`config.mk`:
```
export PLATFORM = sky130hd
export DESIGN_NAME = sd_spi_command_framer_unit
export DESIGN_NICKNAME = d
export VERILOG_FILES = /design/src/design/sdcf_pkg.sv /design/src/design/sdcf_front.sv /design/src/design/sdcf_queue.sv /design/src/design/sdcf_back.sv /design/src/design/sd_spi_command_framer_unit.sv
export SDC_FILE = /design/constraint.sdc
export NUM_CORES = 1
export LEC_CHECK = 0
export BUFFER_PORTS_ARGS = -buffer_cell sky130_fd_sc_hd__buf_2
export CORE_MARGIN = 2
export CORE_UTILIZATION = 54
export CTS_CLUSTER_SIZE = 10
export DETAILED_ROUTE_END_ITERATION = 6
export GPL_ROUTABILITY_DRIVEN = 0
export HOLD_SLACK_MARGIN = 0.1
export PLACE_DENSITY_LB_ADDON = 0.15
export SLEW_MARGIN = 40
export SYNTH_ARGS = -nofsm -noshare
export SYNTH_HDL_FRONTEND = slang
export SYNTH_SLANG_ARGS = --single-unit
```
`constraint.sdc`:
```
create_clock -name clk -period 3.35 [get_ports clk]
set_input_delay 0.335 -clock clk [delete_from_list [all_inputs] [get_ports clk]]
set_output_delay 0.335 -clock clk [all_outputs]
set_load 0.1 [all_outputs]
```
`src/design/sdcf_pkg.sv`:
```
// Shared types, constants and CRC7 helper for the SD SPI command framer.
package sdcf_pkg;

	localparam int unsigned QueueDepthDefault = 2;

	localparam logic [7:0] StartBit  = 8'h40;
	localparam logic [7:0] CrcIdx0   = 8'h95;
	localparam logic [7:0] CrcIdx8   = 8'h87;
	localparam logic [7:0] StuffByte = 8'hFF;
	localparam logic [6:0] Crc7Poly  = 7'h09;

	localparam logic [5:0] IdxGoIdle  = 6'd0;
	localparam logic [5:0] IdxIfCond  = 6'd8;
	localparam logic [5:0] IdxStopTx  = 6'd12;

	localparam logic [2:0] PosStart = 3'd0;
	localparam logic [2:0] PosArg3  = 3'd1;
	localparam logic [2:0] PosArg2  = 3'd2;
	localparam logic [2:0] PosArg1  = 3'd3;
	localparam logic [2:0] PosArg0  = 3'd4;
	localparam logic [2:0] PosCrc   = 3'd5;
	localparam logic [2:0] PosStuff = 3'd6;

	typedef enum logic [1:0] {
		CRC_CALC,
		CRC_FORCE0,
		CRC_FORCE8
	} crc_sel_t;

	typedef struct packed {
		logic [5:0]  cmd_index;
		logic [31:0] cmd_argument;
		crc_sel_t    crc_sel;
		logic        stuff;
	} cmd_entry_t;

	function automatic logic [6:0] crc7_feed(input logic [6:0] crc, input logic [7:0] data);
		logic [6:0] c;
		logic       fb;
		c = crc;
		for (int b = 7; b >= 0; b--) begin
			fb = c[6] ^ data[b];
			c = {c[5:0], 1'b0};
			if (fb) begin
				c = c ^ Crc7Poly;
			end
		end
		return c;
	endfunction

endpackage

```
`src/design/sdcf_front.sv`:
```
// Front stage: takes command transfers and classifies CRC handling and stuffing.
module sdcf_front (
	input  logic                 clk,
	input  logic                 arst_n,
	input  logic                 cmd_valid,
	output logic                 cmd_stall,
	input  logic [5:0]           cmd_index,
	input  logic [31:0]          cmd_argument,
	output logic                 push,
	input  logic                 full,
	output sdcf_pkg::cmd_entry_t entry
);

	logic                 valid_s1;
	sdcf_pkg::cmd_entry_t entry_s1;
	sdcf_pkg::crc_sel_t   sel;

	assign cmd_stall = valid_s1 && full;
	assign push      = valid_s1 && !full;
	assign entry     = entry_s1;

	always_comb begin
		priority if (cmd_index == sdcf_pkg::IdxGoIdle) begin
			sel = sdcf_pkg::CRC_FORCE0;
		end else if (cmd_index == sdcf_pkg::IdxIfCond) begin
			sel = sdcf_pkg::CRC_FORCE8;
		end else begin
			sel = sdcf_pkg::CRC_CALC;
		end
	end

	always_ff @(posedge clk or negedge arst_n) begin
		if (!arst_n) begin
			valid_s1 <= 1'b0;
		end else if (!cmd_stall) begin
			valid_s1 <= cmd_valid;
		end
	end

	always_ff @(posedge clk) begin
		if (cmd_valid && !cmd_stall) begin
			entry_s1.cmd_index    <= cmd_index;
			entry_s1.cmd_argument <= cmd_argument;
			entry_s1.crc_sel      <= sel;
			entry_s1.stuff        <= (cmd_index == sdcf_pkg::IdxStopTx);
		end
	end

endmodule

```
`src/design/sdcf_queue.sv`:
```
// Small FIFO between the classifying front and the byte sequencer.
module sdcf_queue #(
	parameter int unsigned DEPTH = sdcf_pkg::QueueDepthDefault
) (
	input  logic                 clk,
	input  logic                 arst_n,
	input  logic                 push,
	input  sdcf_pkg::cmd_entry_t push_entry,
	output logic                 full,
	input  logic                 pop,
	output logic                 empty,
	output sdcf_pkg::cmd_entry_t head
);

	localparam int unsigned PTR_W = (DEPTH > 1) ? $clog2(DEPTH) : 1;
	localparam int unsigned CNT_W = $clog2(DEPTH + 1);

	sdcf_pkg::cmd_entry_t mem_q [DEPTH];
	logic [PTR_W-1:0]     wr_ptr_q;
	logic [PTR_W-1:0]     rd_ptr_q;
	logic [CNT_W-1:0]     count_q;

	assign full  = (count_q == CNT_W'(DEPTH));
	assign empty = (count_q == '0);
	assign head  = mem_q[rd_ptr_q];

	function automatic logic [PTR_W-1:0] ptr_inc(input logic [PTR_W-1:0] p);
		return (p == PTR_W'(DEPTH - 1)) ? '0 : p + 1'b1;
	endfunction

	always_ff @(posedge clk or negedge arst_n) begin
		if (!arst_n) begin
			wr_ptr_q <= '0;
			rd_ptr_q <= '0;
			count_q  <= '0;
		end else begin
			if (push) begin
				wr_ptr_q <= ptr_inc(wr_ptr_q);
			end
			if (pop) begin
				rd_ptr_q <= ptr_inc(rd_ptr_q);
			end
			if (push && !pop) begin
				count_q <= count_q + 1'b1;
			end else if (pop && !push) begin
				count_q <= count_q - 1'b1;
			end
		end
	end

	always_ff @(posedge clk) begin
		if (push) begin
			mem_q[wr_ptr_q] <= push_entry;
		end
	end

endmodule

```
`src/design/sdcf_back.sv`:
```
// Back end: sequences frame bytes one per cycle while not stalled and accumulates the CRC7.
module sdcf_back (
	input  logic                 clk,
	input  logic                 arst_n,
	input  logic                 empty,
	input  sdcf_pkg::cmd_entry_t head,
	output logic                 pop,
	output logic                 frame_valid,
	input  logic                 frame_stall,
	output logic [7:0]           frame_byte,
	output logic                 last_byte
);

	logic                 busy_q;
	logic [2:0]           pos_q;
	logic [6:0]           crc_q;
	sdcf_pkg::cmd_entry_t cur_q;
	logic                 out_valid_q;
	logic [7:0]           out_byte_q;
	logic                 out_last_q;

	sdcf_pkg::cmd_entry_t src;
	logic [2:0]           pos;
	logic [6:0]           crc_in;
	logic [6:0]           crc_next;
	logic [7:0]           next_byte;
	logic                 next_last;
	logic                 advance;
	logic                 emit;

	assign advance = !out_valid_q || !frame_stall;
	assign emit    = advance && (busy_q || !empty);
	assign pop     = advance && !busy_q && !empty;

	assign src    = busy_q ? cur_q : head;
	assign pos    = busy_q ? pos_q : sdcf_pkg::PosStart;
	assign crc_in = busy_q ? crc_q : 7'd0;

	always_comb begin
		next_last = 1'b0;
		unique case (pos)
			sdcf_pkg::PosStart: next_byte = sdcf_pkg::StartBit | {2'b00, src.cmd_index};
			sdcf_pkg::PosArg3:  next_byte = src.cmd_argument[31:24];
			sdcf_pkg::PosArg2:  next_byte = src.cmd_argument[23:16];
			sdcf_pkg::PosArg1:  next_byte = src.cmd_argument[15:8];
			sdcf_pkg::PosArg0:  next_byte = src.cmd_argument[7:0];
			sdcf_pkg::PosCrc: begin
				next_last = !src.stuff;
				unique case (src.crc_sel)
					sdcf_pkg::CRC_FORCE0: next_byte = sdcf_pkg::CrcIdx0;
					sdcf_pkg::CRC_FORCE8: next_byte = sdcf_pkg::CrcIdx8;
					default:              next_byte = {crc_q, 1'b1};
				endcase
			end
			default: begin
				next_byte = sdcf_pkg::StuffByte;
				next_last = 1'b1;
			end
		endcase
	end

	assign crc_next = sdcf_pkg::crc7_feed(crc_in, next_byte);

	assign frame_valid = out_valid_q;
	assign frame_byte  = out_byte_q;
	assign last_byte   = out_last_q;

	always_ff @(posedge clk or negedge arst_n) begin
		if (!arst_n) begin
			busy_q      <= 1'b0;
			pos_q       <= sdcf_pkg::PosStart;
			out_valid_q <= 1'b0;
		end else if (advance) begin
			out_valid_q <= emit;
			if (emit) begin
				busy_q <= !next_last;
				pos_q  <= pos + 3'd1;
			end
		end
	end

	always_ff @(posedge clk) begin
		if (pop) begin
			cur_q <= head;
		end
		if (emit) begin
			crc_q      <= crc_next;
			out_byte_q <= next_byte;
			out_last_q <= next_last;
		end
	end

endmodule

```
`src/design/sd_spi_command_framer_unit.sv`:
```
// Top level of the SD SPI command framer: front, queue and byte sequencer.
// Each command transfer (index and 32-bit argument) becomes an SPI-mode frame
// of six bytes, or seven for index 12 with its trailing 0xFF stuff byte; the
// final byte has last_byte set. The back-end sequencer puts out one byte per
// cycle while frame_stall is low and computes the CRC7 byte by byte as the
// frame goes out; the front stage and the queue let further commands
// transfer in while a frame is still being sent.
module sd_spi_command_framer_unit #(
	parameter int unsigned QUEUE_DEPTH = sdcf_pkg::QueueDepthDefault
) (
	input  logic        clk,
	input  logic        arst_n,
	input  logic        cmd_valid,
	output logic        cmd_stall,
	input  logic [5:0]  cmd_index,
	input  logic [31:0] cmd_argument,
	output logic        frame_valid,
	input  logic        frame_stall,
	output logic [7:0]  frame_byte,
	output logic        last_byte
);

	logic                 push;
	logic                 full;
	logic                 pop;
	logic                 empty;
	sdcf_pkg::cmd_entry_t push_entry;
	sdcf_pkg::cmd_entry_t head;

	sdcf_front u_front (
		.clk          (clk),
		.arst_n       (arst_n),
		.cmd_valid    (cmd_valid),
		.cmd_stall    (cmd_stall),
		.cmd_index    (cmd_index),
		.cmd_argument (cmd_argument),
		.push         (push),
		.full         (full),
		.entry        (push_entry)
	);

	sdcf_queue #(
		.DEPTH (QUEUE_DEPTH)
	) u_queue (
		.clk        (clk),
		.arst_n     (arst_n),
		.push       (push),
		.push_entry (push_entry),
		.full       (full),
		.pop        (pop),
		.empty      (empty),
		.head       (head)
	);

	sdcf_back u_back (
		.clk         (clk),
		.arst_n      (arst_n),
		.empty       (empty),
		.head        (head),
		.pop         (pop),
		.frame_valid (frame_valid),
		.frame_stall (frame_stall),
		.frame_byte  (frame_byte),
		.last_byte   (last_byte)
	);

endmodule

```
==> impl_metrics.env, run 1 <==
export IMPL_fmax_ghz=0.343
export IMPL_r2r_end="u_back.crc_q[0]"
export IMPL_drt_initial_drc_count=269
export IMPL_cp_slowest_stage_delay_ps=400
export IMPL_startpoint="u_queue.rd_ptr_q"
export IMPL_irDropWorstVdd_mv=0.502
export IMPL_grtUsageMet1_pct=27.3
export IMPL_power_density_nw_per_um2=1080
export IMPL_io_buffers=52
export IMPL_slew_viol_final=0
export IMPL_crit_cells=10
export IMPL_hold_violations=0
export IMPL_regArea_um2=5660
export IMPL_reg2regPathDepth=10
export IMPL_relSlewSlack_pct=46.7
export IMPL_hpwl_um=8830
export IMPL_hp_class="in -> reg"
export IMPL_worstPathCellList="mux2_2 > mux2i_1 > inv_1 > ha_1 > mux2i_1 > a211oi_1 > a21o_1 > a221oi_4 > xor2_2 > xnor2_1"
export IMPL_layout_min_cycle_time_ps=2910
export IMPL_clk_latency_ps=430
export IMPL_wl_per_cell_um=18.6
export IMPL_cp_common_cell="mux2i_1"
export IMPL_p_int_mw=6.25
export IMPL_dr_pass1_iters=5
export IMPL_synth_top_area_cell="edfxtp_1"
export IMPL_grt_pass1_wl_um=21900
export IMPL_worst_slew_pin_slew_ps=799
export IMPL_power_share_clock_pct=20.3
export IMPL_reg2reg_slack_ps=440
export IMPL_finalNetCount=600
export IMPL_synthArstFlopShare_pct=5.26
export IMPL_synthTopCellsByArea="edfxtp_1, mux2_2, dfrtp_1"
export IMPL_cts_buffers=17
export IMPL_setup_viol=0
export IMPL_drc=0
export IMPL_start_util_pct=54.9
export IMPL_end_kind="flop"
export IMPL_yosysUniqueCellTypes=56
export IMPL_grt_busiest_layer="met2"
export IMPL_drive_above_1_share_pct=26.2
export IMPL_synthFlopType="edfxtp_1"
export IMPL_wirelength_um=13800
export IMPL_cp_num_buf_inv=1
export IMPL_coreArea_um2=13800
export IMPL_ys_ff_latch=190
export IMPL_use_met3_pct=4.60
export IMPL_cts_max_level=4
export IMPL_setup_worst_path_start_class="flop"
export IMPL_clkTransAtPathRegs_ps=70
export IMPL_cp_max_fo=6
export IMPL_antenna_found_initial=0
export IMPL_yosysWarnings=0
export IMPL_p_seq_share_pct=41.1
export IMPL_mostFrequentLayoutCell="edfxtp_1"
export IMPL_fillers=954
export IMPL_setup_tns_ps=0
export IMPL_grt_pass1_vias=4093
export IMPL_cts_root_buf="clkbuf_16"
export IMPL_die_area_um2=15000
export IMPL_grt_max_degree=42
export IMPL_power_share_switching_pct=36.2
export IMPL_finClkSkew_ps=8.64
export IMPL_synth_edf_count=180
export IMPL_period_share_pct=87.0
export IMPL_synth_top_area_share_pct=71.2
export IMPL_cts_sinks=190
export IMPL_r2r_start="u_queue.rd_ptr_q"
export IMPL_num_antenna_cells=0
export IMPL_combPwrFrac_pct=38.6
export IMPL_arrival_ps=3090
export IMPL_clockBufferDepth=2
export IMPL_ant_nets=0
export IMPL_endpoint="u_back.crc_q[0]"
export IMPL_grt_setup_unrepaired="no"
export IMPL_cts_repair_timing_setup_buffer_count=0
export IMPL_syn_area_um2=7590
export IMPL_syn_nets=497
export IMPL_power_net_switching_mw=3.54
export IMPL_cp_required_ps=3530
export IMPL_final_cell_mix="edfxtp_1, buf_2, mux2_2, dlygate4sd3_1, nand2_1"
export IMPL_netlist_instances=446
export IMPL_multi_input_area_um2=1790
export IMPL_outcome="finished clean"
export IMPL_die_w_um=123
export IMPL_route_vias_total=4025
export IMPL_p_leak_nw=3.26
export IMPL_grt_overflow=0
export IMPL_maxCapViolCount=0
export IMPL_syn_area_per_cell_um2=17.0
export IMPL_use_met2_pct=30.3
export IMPL_die_h_um=123
export IMPL_avgViaCountPerCell=5.42
export IMPL_ys_seq_area_share_pct=74.5
export IMPL_finalPower_mw=9.79
export IMPL_crit_slowest_cell="dfrtp_1"
export IMPL_cp_top_family="multiplexers"
export IMPL_track_usage_pct=20.1
export IMPL_cts_tree="built"
export IMPL_num_io_pins=53
export IMPL_rows=43
export IMPL_area_growth_syn_to_layout_pct=19.5
export IMPL_path_class="reg -> reg"
-- power by group through the flow --
stage	Combinational, mW	Sequential (mW)	Clock [mW]
after floorplan	2.52	4.40	0
after global placement	3.67	4.04	0
after detailed placement	3.75	4.07	0
after CTS	3.81	4.03	2.03
after global routing	4.09	4.09	2.12
final	3.78	4.02	1.98
-- cells by family (layout without fill, tap and decap cells) --
family,Yosys count,count (layout),synth area share (%)
mux,48,48,7.07
simple gates,67,67,4.45
buf+inv,37,153,2.21
xor+xnor,28,28,3.33
flops,190,190,74.5
compound gates,67,67,6.94
fa+ha+maj,9,9,1.48
-- how the worst min path moves through the flow --
stage / startpoint / end / slack [ps] / cells after the start
after detailed placement: arst_n / u_back.frame_valid / 230 / 1
final: cmd_index[2] / u_front.entry[37] / 130 / 1
after CTS: cmd_index[2] / u_front.entry[37] / 100 / 1
after floorplan: arst_n / u_back.busy_q / 40 / 0
after global routing: cmd_index[2] / u_front.entry[37] / 120 / 1
after global placement: arst_n / u_back.frame_valid / 220 / 1
-- per-stage QoR --
stage | cell area (um^2) | hold WS, ps | cells | utilization (%) | worst slack (ps)
3_5_place_dp | 8090 | 231 | 671 | 58.5 | 466
2_1_floorplan | 7590 | 39.4 | 446 | - | 242
5_1_grt | 9070 | 118 | 742 | 65.6 | 321
3_3_place_gp | 8080 | 223 | 671 | 58.5 | 563
4_1_cts | 9070 | 104 | 742 | 65.6 | 455
6_report | 9070 | 125 | 742 | 65.6 | 436
-- state kept, by name (all words and copies together), names as in the netlist --
name,cells
u_back.last_byte,1
u_queue.count_q,2
u_queue.rd_ptr_q,1
u_back.frame_byte,8
u_back.pos_q,3
u_front.entry,41
u_queue.wr_ptr_q,1
u_back.busy_q,1
u_front.valid_s1,1
u_back.crc_q,7
u_queue.mem_q,82
u_back.cur_q,41
u_back.frame_valid,1
-- final cells by class --
type | count | area share [%]
Multi-Input combinational cell | 219 | 19.7
Tap cell | 180 | 2.48
Sequential cell | 190 | 62.3
Clock inverter | 14 | 1.77
Inverter | 17 | 0.703
Timing Repair Buffer | 104 | 8.25
Clock buffer | 18 | 4.73
-- cell usage after synthesis, drive strengths merged, types with 2 or more instances --
library cell	instances
nand2b	14
inv	17
a22oi	6
nor2	14
clkbuf	8
dfrtp	10
nand3	5
and3	3
a211oi	2
edfxtp	180
mux2i	6
a2111oi	3
mux2	42
a22o	2
buf	12
ha	9
nand4	2
a31oi	3
a222oi	2
o211ai	11
a21oi	9
a21o	4
o21ai	11
a32oi	2
xor2	12
nand2	20
xnor2	16
a221o	2
-- repair_timing --
action / 4_1_cts / 5_1_grt
endpoints found under the setup margin: 0 / 0
hold buffers: 39 / 0
hold endpoints to repair: 48 / 0
gates resized for setup: 0 / 0
-- per-layer routing --
layer | vias up | wire length (um)
met5 | - | 0
met2 | 111 | 6660
met3 | 31 | 609
met1 | 1976 | 6030
li1 | 1907 | -
met4 | 0 | 490
No activity file was read; power rests on OpenSTA's default activity.
==> inputs of run 2 (changes only) <==
Settings changed: BUFFER_PORTS_ARGS -buffer_cell sky130_fd_sc_hd__buf_2 to -buffer_cell sky130_fd_sc_hd__buf_4.
==> run 2 against run 1 <==
  * Clock power increased by 17%
  * Sequential share of layout area is 1.7 points lower
  * Combinational power grew 2%
  * Cell count increased by 0.67%
  * Die area stayed put
  * Core utilization increased by 1.9 points
  * Wire length shrank 2.0%
  * Clock-buffer cell count shrank 1
  * Worst hold slack better by 68 ps
  * Final area rose by 2.9%
  * Critical endpoint is now u_back.crc_q[1]
==> impl_metrics.env, run 2 (synthesis results as in run 1) <==
export IMPL_mostFrequentLayoutCell="edfxtp_1"
export IMPL_clkTransAtPathRegs_ps=70
export IMPL_setup_tns_ps=0
export IMPL_finalNetCount=605
export IMPL_period_share_pct=90.9
export IMPL_maxCapViolCount=0
export IMPL_wirelength_um=13500
export IMPL_grt_pass1_wl_um=21700
export IMPL_post_cts_resized=0
export IMPL_multi_input_area_um2=1780
export IMPL_top_register="u_queue.mem_q"
export IMPL_worst_slew_pin_slew_ps=742
export IMPL_setup_viol=0
export IMPL_slew_viol_final=0
export IMPL_avgViaCountPerCell=5.41
export IMPL_r2r_start="u_queue.rd_ptr_q"
export IMPL_grt_max_degree=42
export IMPL_path_class="reg -> reg"
export IMPL_num_io_pins=53
export IMPL_grt_pass1_vias=4080
export IMPL_num_antenna_cells=0
export IMPL_irDropWorstVdd_mv=0.492
export IMPL_drc=0
export IMPL_hold_end="u_back.frame_valid"
export IMPL_arrival_ps=3220
export IMPL_setup_worst_path_start_class="flop"
export IMPL_cts_tree="built"
export IMPL_p_leak_nw=3.39
export IMPL_drive_above_1_share_pct=26.6
export IMPL_relSlewSlack_pct=50.5
export IMPL_cts_root_buf="clkbuf_16"
export IMPL_dr_pass1_iters=5
export IMPL_place_area_um2=8240
export IMPL_cts_sinks=190
export IMPL_clk_latency_ps=430
export IMPL_die_area_um2=15000
export IMPL_fillers=901
export IMPL_cp_max_fo=6
export IMPL_wl_per_cell_um=18.1
export IMPL_clockBufferDepth=2
export IMPL_track_usage_pct=19.7
export IMPL_final_cell_mix="edfxtp_1, buf_4, dlygate4sd3_1"
export IMPL_whs_path_depth=3
export IMPL_io_buffers=52
export IMPL_hpwl_um=8650
export IMPL_power_density_nw_per_um2=1100
export IMPL_rows=43
export IMPL_drt_initial_drc_count=300
export IMPL_end_kind="flop"
export IMPL_cts_max_level=4
export IMPL_die_h_um=123
export IMPL_fmax_ghz=0.328
export IMPL_ant_nets=0
export IMPL_area_growth_syn_to_layout_pct=23.0
export IMPL_r2r_end="u_back.crc_q[1]"
export IMPL_grt_setup_unrepaired="no"
export IMPL_worstHoldStart="frame_stall"
export IMPL_hold_violations=0
export IMPL_reg2regPathDepth=10
export IMPL_regArea_um2=5660
export IMPL_cts_buffers=17
export IMPL_design_area_um2=9330
export IMPL_placed_cells=675
export IMPL_outcome="finished clean"
export IMPL_die_w_um=123
export IMPL_largest_register_ffs=82
export IMPL_antenna_found_initial=0
export IMPL_finClkSkew_ps=7.82
export IMPL_start_util_pct=54.9
export IMPL_layout_cells_non_filler=747
export IMPL_grt_overflow=0
export IMPL_coreArea_um2=13800
export IMPL_layout_min_cycle_time_ps=3040
export IMPL_cp_required_ps=3530
export IMPL_hp_class="in -> reg"
export IMPL_route_vias_total=4045
export IMPL_reg2reg_slack_ps=310
## run 2: changes by cell type in the layout (fill, tap and decap cells not counted), moves of 2 or more
cell        before  now
buf_2           52    0
buf_4           13   69
bufinv_16        2    7
clkinv_2         1    3
clkinvlp_4       5    1
inv_8            2    0
## run 2: worst max-delay path, cell delays in order, from the launching register on
cell and delay (ps):
dfrtp_1 460, mux2_2 380, mux2i_1 200, inv_1 70
ha_1 390, nand2_1 90, nor2_1 60, a221o_1 380
a2111oi_4 380, xnor2_1 210, xnor2_1 170
## run 2: per-stage QoR
| step | setup slack [ps] | utilization (%) | total power [mW] | hold slack, ps |
|---|---|---|---|---|
| floorplan | 242 | - | 6.91 | 39.4 |
| global placement | 380 | 59.6 | 7.79 | 178 |
| detailed placement | 341 | 59.6 | 7.90 | 182 |
| CTS | 329 | 67.5 | 10.3 | 178 |
| global route | 85.3 | 67.5 | 10.8 | 211 |
| finish | 305 | 67.5 | 10.2 | 193 |
## run 2: power by group
group | internal, mW | switching, mW | total, mW | leakage, nW
Sequential | 3.73 | 0.322 | 4.05 | 1.82
Clock | 1.47 | 0.833 | 2.31 | 0.335
Combinational | 1.50 | 2.37 | 3.87 | 1.24
## run 2: area by class of cell
type | instances | share of cell area (%)
multi-input cells | 219 | 19.1
well taps | 180 | 2.41
clock buffers | 17 | 4.56
repair buffers | 109 | 9.84
clock inverters | 15 | 2.82
inverters | 17 | 0.684
flip-flops and latches | 190 | 60.6
## run 2: timing repair
| action | 4_1_cts | 5_1_grt |
|---|---|---|
| setup buffers | 0 | 0 |
| hold endpoints to repair | 49 | 0 |
| hold buffers | 40 | 0 |
## run 2: worst max path at each step
| stage | cells past startpoint | slack, ps | from | to |
|---|---|---|---|---|
| after detailed placement | 10 | 340 | u_queue.rd_ptr_q | u_back.crc_q[1] |
| final | 10 | 310 | u_queue.rd_ptr_q | u_back.crc_q[1] |
| after global placement | 10 | 380 | u_queue.rd_ptr_q | u_back.crc_q[3] |
| after floorplan | 11 | 240 | u_back.busy_q | u_back.crc_q[2] |
| after CTS | 10 | 330 | u_queue.rd_ptr_q | u_back.crc_q[1] |
| after global routing | 8 | 90 | u_back.busy_q | u_back.crc_q[1] |
## run 2: metal layers
layer	part of all wire, %	vias to the layer above	GRT usage [%]
met1	46	2006	26.9
met3	4.3	19	4.32
met5	0	-	0
met2	48	102	31.1
met4	1.7	0	8.05
li1	-	1918	-
